--- src/rtl/core/su3chk_pkg.sv ---
// ----------------------------------------------------------------------------
// su3chk_pkg
// Shared types and constants for the link rebuild and unitarity check core.
// ----------------------------------------------------------------------------
package su3chk_pkg;

  localparam int unsigned ElemWidth = 32;
  localparam int unsigned FracBits  = 30;
  localparam int unsigned DevWidth  = ElemWidth - 1;
  localparam int unsigned ProdWidth = 2 * ElemWidth;
  // accumulator width: sum of up to 6 products plus the identity term
  localparam int unsigned AccWidth  = ProdWidth + 5;
  localparam int unsigned NumWords  = 18;
  localparam int unsigned AddrWidth = 5;

  localparam logic [DevWidth-1:0] TolReset = DevWidth'(1074);

  typedef enum logic [0:0] {
    REG_FORMAT = 1'b0,
    REG_TOL    = 1'b1
  } reg_idx_e;

  typedef logic signed [ElemWidth-1:0] elem_t;
  typedef logic signed [AccWidth-1:0]  acc_t;

  // one product step issued by the sequencer
  typedef struct packed {
    logic                 valid;
    logic [AddrWidth-1:0] addr_a;
    logic [AddrWidth-1:0] addr_b;
    logic                 sub;    // subtract the product
    logic                 first;  // start a new sum
    logic                 last;   // sum complete after this product
    logic                 ident;  // diagonal term: subtract the identity
    logic                 dev;    // sum is a deviation part, else rebuilt part
    logic [AddrWidth-1:0] waddr;  // destination word of a rebuilt part
  } mac_op_t;

  // round half up at the fraction point and saturate to the element range
  function automatic elem_t round_elem(input acc_t a);
    acc_t s;
    s = (a + (acc_t'(1) <<< (FracBits - 1))) >>> FracBits;
    if (s > acc_t'({1'b0, {(ElemWidth-1){1'b1}}}))
      return {1'b0, {(ElemWidth-1){1'b1}}};
    else if (s < -acc_t'({1'b0, {(ElemWidth-1){1'b1}}}) - acc_t'(1))
      return {1'b1, {(ElemWidth-1){1'b0}}};
    else
      return s[ElemWidth-1:0];
  endfunction

  // magnitude, rounded and saturated to the deviation range
  function automatic logic [DevWidth-1:0] round_dev(input acc_t a);
    acc_t m;
    acc_t s;
    m = a[AccWidth-1] ? -a : a;
    s = (m + (acc_t'(1) <<< (FracBits - 1))) >>> FracBits;
    if (s > acc_t'({(DevWidth){1'b1}}))
      return {DevWidth{1'b1}};
    else
      return s[DevWidth-1:0];
  endfunction

endpackage

--- src/rtl/core/su3chk_seq.sv ---
// ----------------------------------------------------------------------------
// su3chk_seq
// Sequencer: accepts entries, issues product steps, then drains the link.
// ----------------------------------------------------------------------------
module su3chk_seq import su3chk_pkg::*; (
  input  logic                 clk_i,
  input  logic                 rst_ni,
  input  logic                 link_format_i,
  input  logic                 in_valid_i,
  output logic                 in_ready_o,
  output logic                 wr_en_o,
  output logic [3:0]           wr_entry_o,
  output mac_op_t              op_o,
  input  logic                 mac_idle_i,
  output logic                 drain_o,
  output logic [AddrWidth-1:0] drain_addr_o,
  output logic [3:0]           drain_k_o,
  input  logic                 out_ready_i,
  output logic                 link_start_o
);

  typedef enum logic [3:0] {
    ST_LOAD  = 4'b0001,
    ST_MAC   = 4'b0010,
    ST_WAIT  = 4'b0100,
    ST_DRAIN = 4'b1000
  } state_e;

  state_e state_q, state_d;
  logic [3:0] cnt_q, cnt_d;
  logic [4:0] step_q, step_d;   // rebuild product step, 0..23
  logic       chk_q, chk_d;     // check phase
  logic [1:0] di_q, di_d;       // row i of the deviation entry
  logic [1:0] dj_q, dj_d;       // row j of the deviation entry
  logic       part_q, part_d;   // 0 real sum, 1 imaginary sum
  logic [2:0] dt_q, dt_d;       // product within a check sum, 0..5
  logic [3:0] drain_q, drain_d;

  // product step decode
  logic [3:0] ea, eb;
  logic       ar, br;
  logic       sub, first, last, ident, dev;
  logic [AddrWidth-1:0] waddr;
  logic [2:0] tr;
  logic [1:0] t;
  logic [3:0] kk;
  logic [1:0] dk;
  logic       rb_last, chk_last;

  always_comb begin
    ea = '0; eb = '0; ar = 1'b0; br = 1'b0; sub = 1'b0; first = 1'b0;
    last = 1'b0; ident = 1'b0; dev = 1'b0; waddr = '0;
    tr = '0; t = '0; kk = '0; dk = '0;
    if (!chk_q) begin
      // 6 sums of 4 products: k8 re,im ; k7 ; k6 ; rebuilt in that order
      tr = step_q[4:2];          // sum index 0..5
      t  = step_q[1:0];          // pair in bit 1, part in bit 0
      first = (t == 2'd0);
      last  = (t == 2'd3);
      case (tr[2:1])
        2'd0: begin kk = 4'd8;
          if (!t[1]) begin ea = 4'd0; eb = 4'd4; end else begin ea = 4'd1; eb = 4'd3; end
        end
        2'd1: begin kk = 4'd7;
          if (!t[1]) begin ea = 4'd2; eb = 4'd3; end else begin ea = 4'd0; eb = 4'd5; end
        end
        default: begin kk = 4'd6;
          if (!t[1]) begin ea = 4'd1; eb = 4'd5; end else begin ea = 4'd2; eb = 4'd4; end
        end
      endcase
      if (!tr[0]) begin
        // real: +pr*qr -pi*qi (minus for second pair, reversed)
        ar = t[0]; br = t[0];
        sub = t[0] ^ t[1];
      end else begin
        // imag: -(pr*qi + pi*qr) for first pair, + for second
        ar = t[0]; br = ~t[0];
        sub = ~t[1];
      end
      waddr = AddrWidth'({kk, tr[0]});
    end else begin
      // 9 entries x (re,im) x 6 products
      dk = dt_q[2:1];
      ea = 4'(di_q) * 4'd3 + 4'(dk);
      eb = 4'(dj_q) * 4'd3 + 4'(dk);
      first = (dt_q == 3'd0);
      last  = (dt_q == 3'd5);
      dev   = 1'b1;
      if (!part_q) begin
        ar = dt_q[0]; br = dt_q[0]; sub = 1'b0;
        // identity taken off once per diagonal real sum
        ident = (di_q == dj_q) && first;
      end else begin
        ar = ~dt_q[0]; br = dt_q[0]; sub = dt_q[0];
      end
    end
  end

  assign rb_last  = (step_q == 5'd23);
  assign chk_last = (di_q == 2'd2) && (dj_q == 2'd2) && part_q && (dt_q == 3'd5);

  // sequencing; after the last check sum the row counter runs on to 3
  always_comb begin
    state_d = state_q; cnt_d = cnt_q; step_d = step_q; chk_d = chk_q;
    di_d = di_q; dj_d = dj_q; part_d = part_q; dt_d = dt_q; drain_d = drain_q;
    in_ready_o = 1'b0; wr_en_o = 1'b0; link_start_o = 1'b0;
    op_o = '0; drain_o = 1'b0;
    case (state_q)
      ST_LOAD: begin
        in_ready_o = 1'b1;
        if (in_valid_i) begin
          wr_en_o = 1'b1;
          if (4'(cnt_q + 4'd1) >= (link_format_i ? 4'd6 : 4'd9)) begin
            cnt_d = '0; step_d = '0; chk_d = !link_format_i;
            di_d = '0; dj_d = '0; part_d = 1'b0; dt_d = '0;
            state_d = ST_MAC; link_start_o = 1'b1;
          end else cnt_d = 4'(cnt_q + 4'd1);
        end
      end
      ST_MAC: begin
        op_o.valid = 1'b1;
        op_o.addr_a = AddrWidth'({ea, ar});
        op_o.addr_b = AddrWidth'({eb, br});
        op_o.sub = sub; op_o.first = first; op_o.last = last;
        op_o.ident = ident; op_o.dev = dev; op_o.waddr = waddr;
        if (!chk_q) begin
          // rebuilt words must land before any read of them: wait per sum
          step_d = 5'(step_q + 5'd1);
          if (last) state_d = ST_WAIT;
          if (rb_last) chk_d = 1'b1;
        end else begin
          if (chk_last) state_d = ST_WAIT;
          if (dt_q == 3'd5) begin
            dt_d = '0;
            part_d = ~part_q;
            if (part_q) begin
              if (dj_q == 2'd2) begin
                dj_d = '0;
                di_d = 2'(di_q + 2'd1);
              end else dj_d = 2'(dj_q + 2'd1);
            end
          end else dt_d = 3'(dt_q + 3'd1);
        end
      end
      ST_WAIT: begin
        if (mac_idle_i) begin
          if (chk_q && (di_q == 2'd3)) begin
            state_d = ST_DRAIN; drain_d = '0;
          end else state_d = ST_MAC;
        end
      end
      ST_DRAIN: begin
        drain_o = 1'b1;
        if (out_ready_i) begin
          if (drain_q == 4'd8) state_d = ST_LOAD;
          drain_d = 4'(drain_q + 4'd1);
        end
      end
      default: state_d = ST_LOAD;
    endcase
  end

  assign wr_entry_o   = cnt_q;
  assign drain_k_o    = drain_q;
  assign drain_addr_o = AddrWidth'({drain_q, 1'b0});

  always_ff @(posedge clk_i or negedge rst_ni) begin
    if (!rst_ni) begin
      state_q <= ST_LOAD; cnt_q <= '0; step_q <= '0; chk_q <= 1'b0;
      di_q <= '0; dj_q <= '0; part_q <= 1'b0; dt_q <= '0; drain_q <= '0;
    end else begin
      state_q <= state_d; cnt_q <= cnt_d; step_q <= step_d; chk_q <= chk_d;
      di_q <= di_d; dj_q <= dj_d; part_q <= part_d; dt_q <= dt_d;
      drain_q <= drain_d;
    end
  end

endmodule

--- src/rtl/core/su3chk_mac.sv ---
// ----------------------------------------------------------------------------
// su3chk_mac
// Link memory and shared multiply-accumulate datapath.
// ----------------------------------------------------------------------------
module su3chk_mac import su3chk_pkg::*; (
  input  logic                 clk_i,
  input  logic                 rst_ni,
  input  logic                 wr_en_i,
  input  logic [3:0]           wr_entry_i,
  input  elem_t                in_real_i,
  input  elem_t                in_imag_i,
  input  mac_op_t              op_i,
  input  logic                 link_start_i,
  input  logic [DevWidth-1:0]  tol_i,
  output logic                 idle_o,
  input  logic                 drain_i,
  input  logic [AddrWidth-1:0] drain_addr_i,
  output elem_t                rd_real_o,
  output elem_t                rd_imag_o,
  output logic                 viol_o,
  output logic [DevWidth-1:0]  worst_o
);

  // two word memories, identical contents, one read port each
  elem_t mem_a [NumWords];
  elem_t mem_b [NumWords];
  elem_t rda_q, rdb_q;
  mac_op_t s1_q, s2_q;
  logic signed [ProdWidth-1:0] prod_q;
  acc_t acc_q;
  logic wb_en;
  logic [AddrWidth-1:0] wb_addr;
  elem_t wb_data;
  logic [AddrWidth-1:0] ra, rb;
  logic [DevWidth-1:0] dev_part;
  logic viol_q, viol_d;
  logic [DevWidth-1:0] worst_q, worst_d;
  logic [AddrWidth-1:0] in_addr;
  acc_t nacc;

  assign in_addr = AddrWidth'({wr_entry_i, 1'b0});
  assign ra = drain_i ? drain_addr_i : op_i.addr_a;
  assign rb = drain_i ? AddrWidth'(drain_addr_i + AddrWidth'(1)) : op_i.addr_b;

  // memory ports: input entries write two words, rebuilt parts one
  always_ff @(posedge clk_i) begin
    if (wr_en_i) begin
      mem_a[in_addr] <= in_real_i; mem_b[in_addr] <= in_real_i;
      mem_a[in_addr + AddrWidth'(1)] <= in_imag_i;
      mem_b[in_addr + AddrWidth'(1)] <= in_imag_i;
    end else if (wb_en) begin
      mem_a[wb_addr] <= wb_data; mem_b[wb_addr] <= wb_data;
    end
    rda_q <= mem_a[ra];
    rdb_q <= mem_b[rb];
  end

  // multiply stage, then accumulate stage
  always_ff @(posedge clk_i) prod_q <= rda_q * rdb_q;

  always_comb begin
    nacc = s2_q.first ? acc_t'(0) : acc_q;
    if (s2_q.sub) nacc = nacc - acc_t'(prod_q);
    else          nacc = nacc + acc_t'(prod_q);
    if (s2_q.ident) nacc = nacc - (acc_t'(1) <<< (2 * FracBits));
  end

  always_ff @(posedge clk_i) if (s2_q.valid) acc_q <= nacc;

  // control pipe follows the read and the product
  always_ff @(posedge clk_i or negedge rst_ni) begin
    if (!rst_ni) begin
      s1_q <= '0; s2_q <= '0; viol_q <= 1'b0; worst_q <= '0;
    end else begin
      s1_q <= op_i; s2_q <= s1_q; viol_q <= viol_d; worst_q <= worst_d;
    end
  end

  // finished sum sits in acc with the op one stage later
  mac_op_t s3_q;
  always_ff @(posedge clk_i or negedge rst_ni) begin
    if (!rst_ni) s3_q <= '0;
    else         s3_q <= s2_q;
  end

  assign wb_en   = s3_q.valid && s3_q.last && !s3_q.dev;
  assign wb_addr = s3_q.waddr;
  assign wb_data = round_elem(acc_q);
  assign dev_part = round_dev(acc_q);

  always_comb begin
    viol_d = link_start_i ? 1'b0 : viol_q;
    worst_d = worst_q;
    if (s3_q.valid && s3_q.last && s3_q.dev) begin
      if (dev_part > tol_i) viol_d = 1'b1;
      if (dev_part > worst_q) worst_d = dev_part;
    end
  end

  assign idle_o    = !op_i.valid && !s1_q.valid && !s2_q.valid && !s3_q.valid;
  assign rd_real_o = rda_q;
  assign rd_imag_o = rdb_q;
  assign viol_o    = viol_q;
  assign worst_o   = worst_q;

endmodule

--- src/rtl/core/su3_link_rebuild_unitarity_check_core.sv ---
// ----------------------------------------------------------------------------
// su3_link_rebuild_unitarity_check_core
// Rebuilds row 2 of a 3x3 complex link when compressed, checks U*U^H - I.
// ----------------------------------------------------------------------------
// channel | dir | tdata (low bit up)                   | tuser
// s_axis  | in  | elem_real, elem_imag                 | -
// m_axis  | out | out_real, out_imag, row, col, maxdev | unitarity_violation
//                                                          (tlast = last_of_link)
// Entries load one a cycle into the link memory. Once a link is in, one
// shared multiplier runs, for a compressed link only, 24 rebuild products as
// six sums, each followed by a pipeline drain, then 108 check products and
// one more drain. Nine transactions follow; since each memory read is
// registered before the output register, a new read waits until the last
// one has reached it. Throughput is set by the single multiply-accumulate
// unit. Input is taken only while loading; the last transaction may wait on
// m_axis_tready while the next link loads. Reset clears control state and
// the running maximum; configuration returns to its reset values.
module su3_link_rebuild_unitarity_check_core import su3chk_pkg::*; (
  input  logic          clk_i,
  input  logic          rst_ni,
  input  logic          s_axis_tvalid,
  output logic          s_axis_tready,
  input  logic [63:0]   s_axis_tdata,   // elem_real, elem_imag
  output logic          m_axis_tvalid,
  input  logic          m_axis_tready,
  output logic [103:0]  m_axis_tdata,   // out_real, out_imag, row_index,
                                        // col_index, max_deviation, zero fill
  output logic          m_axis_tuser,   // unitarity_violation
  output logic          m_axis_tlast,   // last_of_link
  input  logic          cfg_we_i,
  input  logic [0:0]    cfg_idx_i,
  input  logic [30:0]   cfg_data_i
);

  logic format_q;
  logic [DevWidth-1:0] tol_q;
  logic wr_en, mac_idle, drain, link_start, drain_ready;
  logic [3:0] wr_entry, drain_k;
  logic [AddrWidth-1:0] drain_addr;
  mac_op_t op;
  elem_t rd_real, rd_imag;
  logic viol;
  logic [DevWidth-1:0] worst;
  logic out_valid_q;
  logic [3:0] out_k_q;
  elem_t out_re_q, out_im_q;
  logic out_viol_q;
  logic [DevWidth-1:0] out_worst_q;
  logic [1:0] row, col;

  // configuration registers
  always_ff @(posedge clk_i or negedge rst_ni) begin
    if (!rst_ni) begin
      format_q <= 1'b1; tol_q <= TolReset;
    end else if (cfg_we_i) begin
      case (reg_idx_e'(cfg_idx_i))
        REG_FORMAT: format_q <= cfg_data_i[0];
        REG_TOL:    tol_q <= cfg_data_i;
        default: ;
      endcase
    end
  end

  su3chk_seq u_seq (
    .clk_i, .rst_ni, .link_format_i(format_q), .in_valid_i(s_axis_tvalid),
    .in_ready_o(s_axis_tready), .wr_en_o(wr_en), .wr_entry_o(wr_entry), .op_o(op),
    .mac_idle_i(mac_idle), .drain_o(drain), .drain_addr_o(drain_addr),
    .drain_k_o(drain_k), .out_ready_i(drain_ready), .link_start_o(link_start)
  );

  su3chk_mac u_mac (
    .clk_i, .rst_ni, .wr_en_i(wr_en), .wr_entry_i(wr_entry),
    .in_real_i(s_axis_tdata[31:0]), .in_imag_i(s_axis_tdata[63:32]),
    .op_i(op), .link_start_i(link_start), .tol_i(tol_q), .idle_o(mac_idle),
    .drain_i(drain && drain_ready), .drain_addr_i(drain_addr),
    .rd_real_o(rd_real), .rd_imag_o(rd_imag), .viol_o(viol), .worst_o(worst)
  );

  // output register; memory read lands in the cycle after the drain step
  logic pend_q;
  logic [3:0] pend_k_q;
  assign drain_ready = !pend_q && (!out_valid_q || m_axis_tready);

  always_ff @(posedge clk_i or negedge rst_ni) begin
    if (!rst_ni) begin
      pend_q <= 1'b0; out_valid_q <= 1'b0;
    end else begin
      pend_q <= drain && drain_ready;
      if (pend_q) out_valid_q <= 1'b1;
      else if (m_axis_tready) out_valid_q <= 1'b0;
    end
  end

  // flag and maximum travel with the entry so the next link cannot alter them
  always_ff @(posedge clk_i) begin
    if (drain && drain_ready) pend_k_q <= drain_k;
    if (pend_q) begin
      out_re_q <= rd_real; out_im_q <= rd_imag; out_k_q <= pend_k_q;
      out_viol_q <= viol; out_worst_q <= worst;
    end
  end

  // entry position
  always_comb begin
    case (out_k_q)
      4'd0:    begin row = 2'd0; col = 2'd0; end
      4'd1:    begin row = 2'd0; col = 2'd1; end
      4'd2:    begin row = 2'd0; col = 2'd2; end
      4'd3:    begin row = 2'd1; col = 2'd0; end
      4'd4:    begin row = 2'd1; col = 2'd1; end
      4'd5:    begin row = 2'd1; col = 2'd2; end
      4'd6:    begin row = 2'd2; col = 2'd0; end
      4'd7:    begin row = 2'd2; col = 2'd1; end
      default: begin row = 2'd2; col = 2'd2; end
    endcase
  end

  assign m_axis_tvalid = out_valid_q;
  assign m_axis_tdata  = {5'b0, out_worst_q, col, row, out_im_q, out_re_q};
  assign m_axis_tuser  = out_viol_q;
  assign m_axis_tlast  = (out_k_q == 4'd8);

  // a stalled transaction holds its contents
  a_out_hold: assert property (@(posedge clk_i) disable iff (!rst_ni)
    m_axis_tvalid && !m_axis_tready |=>
      m_axis_tvalid && $stable({m_axis_tdata, m_axis_tuser, m_axis_tlast}))
    else $error("output changed while stalled");
  // running maximum never decreases
  a_worst_mono: assert property (@(posedge clk_i) disable iff (!rst_ni)
    worst >= $past(worst)) else $error("maximum decreased");
  // a result is followed only after the previous one was taken
  a_pend_single: assert property (@(posedge clk_i) disable iff (!rst_ni)
    pend_q |-> !(out_valid_q && !m_axis_tready)) else $error("output overrun");

endmodule
--- config.mk ---
export PLATFORM = sky130hd
export DESIGN_NAME = su3_link_rebuild_unitarity_check_core
export DESIGN_NICKNAME = d
export VERILOG_FILES = /design/src/rtl/core/su3chk_pkg.sv /design/src/rtl/core/su3chk_seq.sv /design/src/rtl/core/su3chk_mac.sv /design/src/rtl/core/su3_link_rebuild_unitarity_check_core.sv
export SDC_FILE = /design/constraint.sdc
export NUM_CORES = 2
export LEC_CHECK = 0
export ABC_CLOCK_PERIOD_IN_PS = 9450
export BUFFER_PORTS_ARGS = -buffer_cell sky130_fd_sc_hd__buf_2
export CAP_MARGIN = 25
export CORE_ASPECT_RATIO = 0.75
export CORE_UTILIZATION = 55
export DETAILED_ROUTE_END_ITERATION = 12
export PLACE_DENSITY = 0.71
export SLEW_MARGIN = 20
export SYNTH_ARGS = -nofsm -noshare
export SYNTH_HDL_FRONTEND = slang
export SYNTH_HIERARCHICAL = 1
export SYNTH_SLANG_ARGS = --single-unit
--- constraint.sdc ---
create_clock -name clk_i -period 9.45 [get_ports clk_i]
set_clock_uncertainty 0.1 [all_clocks]
set_input_delay 0.945 -clock clk_i [delete_from_list [all_inputs] [get_ports clk_i]]
set_output_delay 0.945 -clock clk_i [all_outputs]
set_load 0.02 [all_outputs]
Word level (Yosys, flattened, before mapping)
Memories as Yosys holds them, arrays and structs flattened. A register that Yosys moved wholly into a read port is not among the register bits.
Cells that the tools add are included.
W data, S select, Z words.
{"block": "classes", "addsub": 16, "mul": 3, "order_cmp": 6, "n_eq_ne": 27, "muxes": 106, "bitwise_logic": 6, "n_reduce_logical": 42}
{"op": "$mux W69", "n": 4}
{"op": "$add A69 B31 Y69 const B", "n": 2}
{"op": "$mux W32", "n": 4}
{"op": "$gt A39 B32 Y1 const B", "n": 2}
{"op": "$add A69 B64 Y69", "n": 1}
{"op": "$neg A69 Y69", "n": 1}
{"op": "$sub A69 B62 Y69 const B", "n": 1}
{"op": "$sub A69 B64 Y69", "n": 1}
{"op": "$mux W4", "n": 17}
{"op": "$mul A32 B32 Y64", "n": 1}
{"op": "$reduce_or A32 Y1", "n": 2}
{"op": "$gt A31 B31 Y1", "n": 2}
{"op": "$mux W1", "n": 41}
{"op": "$mux W5", "n": 8}
{"op": "$lt A39 B32 Y1 const B", "n": 1}
{"op": "$pmux W4 S2", "n": 4}
{"op": "$mux W31", "n": 1}
{"op": "$mux W2", "n": 12}
{"op": "$mux W21", "n": 1}
{"op": "$mux W3", "n": 7}
{"op": "$pmux W4 S4", "n": 1}
{"op": "$add A5 B1 Y5 const B", "n": 3}
{"op": "$ne A2 B1 Y1 const B", "n": 7}
{"op": "$reduce_and A7 Y1", "n": 2}
{"op": "35 further kinds", "n": 80}
{"block": "word_totals", "regBits": 359, "ram_bits": 1152, "rom_bits": 32, "in_bits": 101, "output_inout_bits": 108, "elab_cells": 250, "n_memories": 3}
{"memory": "u_mac.mem_a", "depth": 18, "word_bits": 32, "rd": 1, "rd_ports_with_merged_regs": 1, "write_ports": 2, "line_no": "su3chk_mac.sv:25", "rtl": "elem_t mem_a [NumWords];"}
{"memory": "u_mac.mem_b", "depth": 18, "word_bits": 32, "rd": 1, "rd_ports_with_merged_regs": 1, "write_ports": 2, "line_no": "su3chk_mac.sv:26", "rtl": "elem_t mem_b [NumWords];"}
{"memory": "(name not given)", "depth": 8, "word_bits": 4, "rd": 1, "rd_ports_with_merged_regs": 1, "write_ports": 0, "line_no": "su3_link_rebuild_unitarity_check_core.sv:105", "rtl": "case (out_k_q)"}

Logic depth before layout (Yosys ltp)
{"block": "depth", "ltp_word": 11, "depth_mapped": 34, "mapped_depth_nobuf": 29}

Hierarchy
Netlist, hierarchy kept.
{"module": "su3chk_mac", "n_inst": 1, "cells_each": 8310, "area_per_inst_um2": 83980.5, "seq_area_each_um2": 23482.5}
{"module": "su3_link_rebuild_unitarity_check_core", "n_inst": 1, "cells_each": 212, "area_per_inst_um2": 4717.0, "seq_area_each_um2": 4060.1}
{"module": "su3chk_seq", "n_inst": 1, "cells_each": 240, "area_per_inst_um2": 2094.5, "seq_area_each_um2": 651.9}

Worst setup path before layout
OpenSTA, ideal clock, no wires.
{"block": "synth_timing", "kind": "register -> register", "from": "register u_mac.rda_q[31], in the netlist u_mac/rd_real_o[31], read port of u_mac.mem_a", "to": "register u_mac.prod_q[63]", "setup_time_ps": 72, "arrival_ps": 7811, "required_time_ps": 9278, "path_slack_ps": 1467, "stages_incl_launch_ff": 25, "path_buffers": 1, "synth_period_minus_slack_ps": 7983, "path_cell_list": "dfxtp_1 clkbuf_1 nand2_1 inv_1 fa_1 fa_1 fa_1 fa_1 fa_1 inv_1 fa_1 inv_1 fa_1 fa_1 ha_1 a21o_1 a21oi_1 nand2_1 a311o_1 nand3_1 a31oi_1 a211o_1 a221o_1 a21oi_1 xnor2_1"}
{"block": "synth_via", "elab_chain_len": 1}
{"element": "start: declaration", "line_no": "su3chk_mac.sv:27", "rtl": "elem_t rda_q, rdb_q;"}
{"element": "$mul A32 B32 Y64", "line_no": "su3chk_mac.sv:59", "rtl": "always_ff @(posedge clk_i) prod_q <= rda_q * rdb_q;"}
{"element": "end signal: assignment", "line_no": "su3chk_mac.sv:59"}
{"element": "end: declaration", "line_no": "su3chk_mac.sv:29", "rtl": "logic signed [ProdWidth-1:0] prod_q;"}
Every way passes these cells.
A chain may end at the register's enable or synchronous reset.

Worst setup path in the final report
{"block": "layout_timing", "from": "register u_mac.rda_q[2], in the netlist u_mac/rd_real_o[2], read port of u_mac.mem_a", "to": "register u_mac.prod_q[63]"}
Same word-level chain as after synthesis.

==> metrics.csv <==
metric,value,unit
Core Region,163000,um^2
Synth Warn #,6,
clock buffer depth,3,
outcome,"finished, final reports clean",
antenna-violating nets left,0,
layout cells sized above 1,12.2,%
clk slew on worst S/H paths,60,ps
root buffer cell,clkbuf_16,
via count,67230,
gp weighted congestion,0.998,
Netlist cell types,99,
clk_lat worst skew,790,ps
RSZ-0062 raised after global routing,no,
syn_area_per_cell,10.4,um^2
CTS buffer count,100,
Post-Syn Instances,8762,
hold_ws,139,ps
CTS tree,done,
reg2reg setup slack,240,ps
Max Cap Viol,0,
post-route cell area,98400,um^2
DP HPWL,199,mm
number of synthesized flops with an enable pin,749,
Final Max Tran Viols,0,
WP data arrival,9790,ps
I/O pins,209,
Starting Density,55.6,%
Worst Path Required,10030,ps
CTS sink count,1003,
Reg2Reg Depth,29,
vias in the first global route,68284,
Fmax,0.109,GHz
Post-CTS Setup Bufs,0,
most frequent cells in the layout,"nand2_1 (1423), inv_1 (1314), fa_1 (1087), edfxtp_1 (749), o21ai_0 (420)",
Stages on worst setup path,29,
Adder-Cell Fraction of Synth Area,28.7,%
nets@finish,10306,
synthesized cell area,90800,um^2
placed cell area,94700,um^2
setup TNS,0,ps
measured slew at the worst slew-check pin,1170,ps
DR iter-0 viols,7629,
H-tree Lvls,3,
Hold Path Class,primary input to async pin,
GRT Total Usage,33.3,%
die span in x,471,um
CP Buf/Inv Count,7,
Most used DFF post-synth,edfxtp_1,
number of port buffers,203,
wire per inst,25.1,um
largest family of logic cells by synthesized area,adder cells,
DR vias/cell,6.10,
startpoint types,flip-flop,
Post-Synth Simple-Gate Area,12.9,%
final setup violating endpoints,0,
compound-cell area share of the yosys netlist,7.64,%
CP Max Fanout,11,
post-synthesis mux area share,8.84,%
RR Endpoint,u_mac/prod_q[63],
xor and xnor area share after synthesis,3.10,%
"most common cell after layout, fill and taps aside",nand2_1,
Initial DRT Pass Iterations,6,
CP dominant cell by count,fa_1,
final WL,277,mm
Setup CP Type,flip-flop to flip-flop,
die height,354,um
critical path capture point type,flip-flop,
cell family with most CP delay,adder cells,
"Area growth, synth to finish",8.33,%
total grt overflow,0,
"Seq/Total Area, Yosys",31.1,%
DRC errors left,0,
num rows,128,
reg-to-reg critical path startpoint,u_mac/rd_real_o[2],
Rel. slew slack,21.0,%
final hold vios,0,
largest net degree at the start of global routing,129,
first-pass GRT wire length,418,mm
Tmin final,9210,ps
Async SR Flop Fraction,12.2,%
"slowest stage cell, crit path",dfxtp_1,
total die area,167000,um^2
Crit path largest cell delay,990,ps
initial antenna violation count,42,
"Period Utilization, post-route",97.5,%
Synth Register Bits,1003,
# hold bufs at CTS,0,
fillcell total,13272,
[routing by layer]
| metal | up-vias | share of wire (%) | routed length, um | track usage, % |
|---|---|---|---|---|
| met3 | 656 | 12 | 32700 | 8.63 |
| met5 | - | 0.079 | 218 | 0 |
| met2 | 3705 | 44 | 122000 | 50.4 |
| li1 | 28860 | - | - | - |
| met1 | 33975 | 39 | 108000 | 45.8 |
| met4 | 34 | 4.8 | 13300 | 13.9 |
[state kept, by name (all words and copies together) (netlist names), 5 cells and up, named ones only]
signal,cells
u_mac/wb_addr,5
out_re_q,32
out_im_q,32
tol_q,31
out_worst_q,31
u_mac/rd_real_o,32
u_mac/prod_q,64
u_mac/rd_imag_o,32
u_mac/mem_b,576
u_mac/worst_o,31
u_mac/s2_q,11
u_seq/step_q,5
u_mac/acc_q,69
u_mac/s1_q,11
[what timing repair did]
| action | 4_1_cts | 5_1_grt |
|---|---|---|
| endpoints found under the setup margin | 1 | 2 |
| pin swaps | 0 | 0 |
| gates resized for setup | 1 | 9 |
[how the worst max path moves through the flow]
stage	startpoint	end
after floorplan	u_mac/rd_real_o[31]	u_mac/prod_q[63]
final	u_mac/rd_real_o[2]	u_mac/prod_q[63]
after detailed placement	u_mac/rd_imag_o[6]	u_mac/prod_q[63]
after global placement	u_mac/rd_imag_o[6]	u_mac/prod_q[63]
after global routing	u_mac/rd_real_o[10]	u_mac/prod_q[63]
after CTS	u_mac/rd_imag_o[10]	u_mac/prod_q[63]
[metrics by stage]
step                      setup slack [ps]  std cells  utilization (%)
after floorplan                       1470       8766                -
after global placement                94.4      10801             58.0
after detailed placement             -27.2      10813             58.0
after CTS                              149      11003             60.2
after global routing                 0.744      11018             60.3
final                                  238      11021             60.3
[synthesized netlist by cell type (231+ instances only)]
cell	instances	area share (%)
a21oi_1	280	1.5
and2_1	268	1.8
clkbuf_1	434	1.8
edfxtp_1	749	25
fa_1	1087	24
ha_1	342	4.7
inv_1	1314	5.4
mux4_2	256	6.4
nand2_1	1423	5.9
nor2_1	258	1.1
o21ai_0	441	2.4
xnor2_1	231	2.2
[cells by family (layout without fill, tap and decap cells)]
kind of cell,count (synthesis),after routing
mux,469,469
buf+inv,1851,1949
simple gates,2541,2541
xor+xnor,321,321
fa+ha+maj,1429,1429
flops,1003,1003
other cells,2,18
compound gates,1146,1146
[final cells by class]
type | count | area [um^2] | area share [%]
clock inverters | 58 | 751 | 0.763
well taps | 2145 | 2680 | 2.73
clock buffers | 132 | 2790 | 2.83
diodes | 12 | 30.0 | 0.0305
multi-input cells | 5912 | 55900 | 56.9
repair buffers | 442 | 3020 | 3.07
inverters | 1317 | 4950 | 5.03
flip-flops and latches | 1003 | 28200 | 28.7
Power is left out: the tool's default activity adds up to more than one toggle a clock period on the data nets, which glitch-free logic cannot reach.
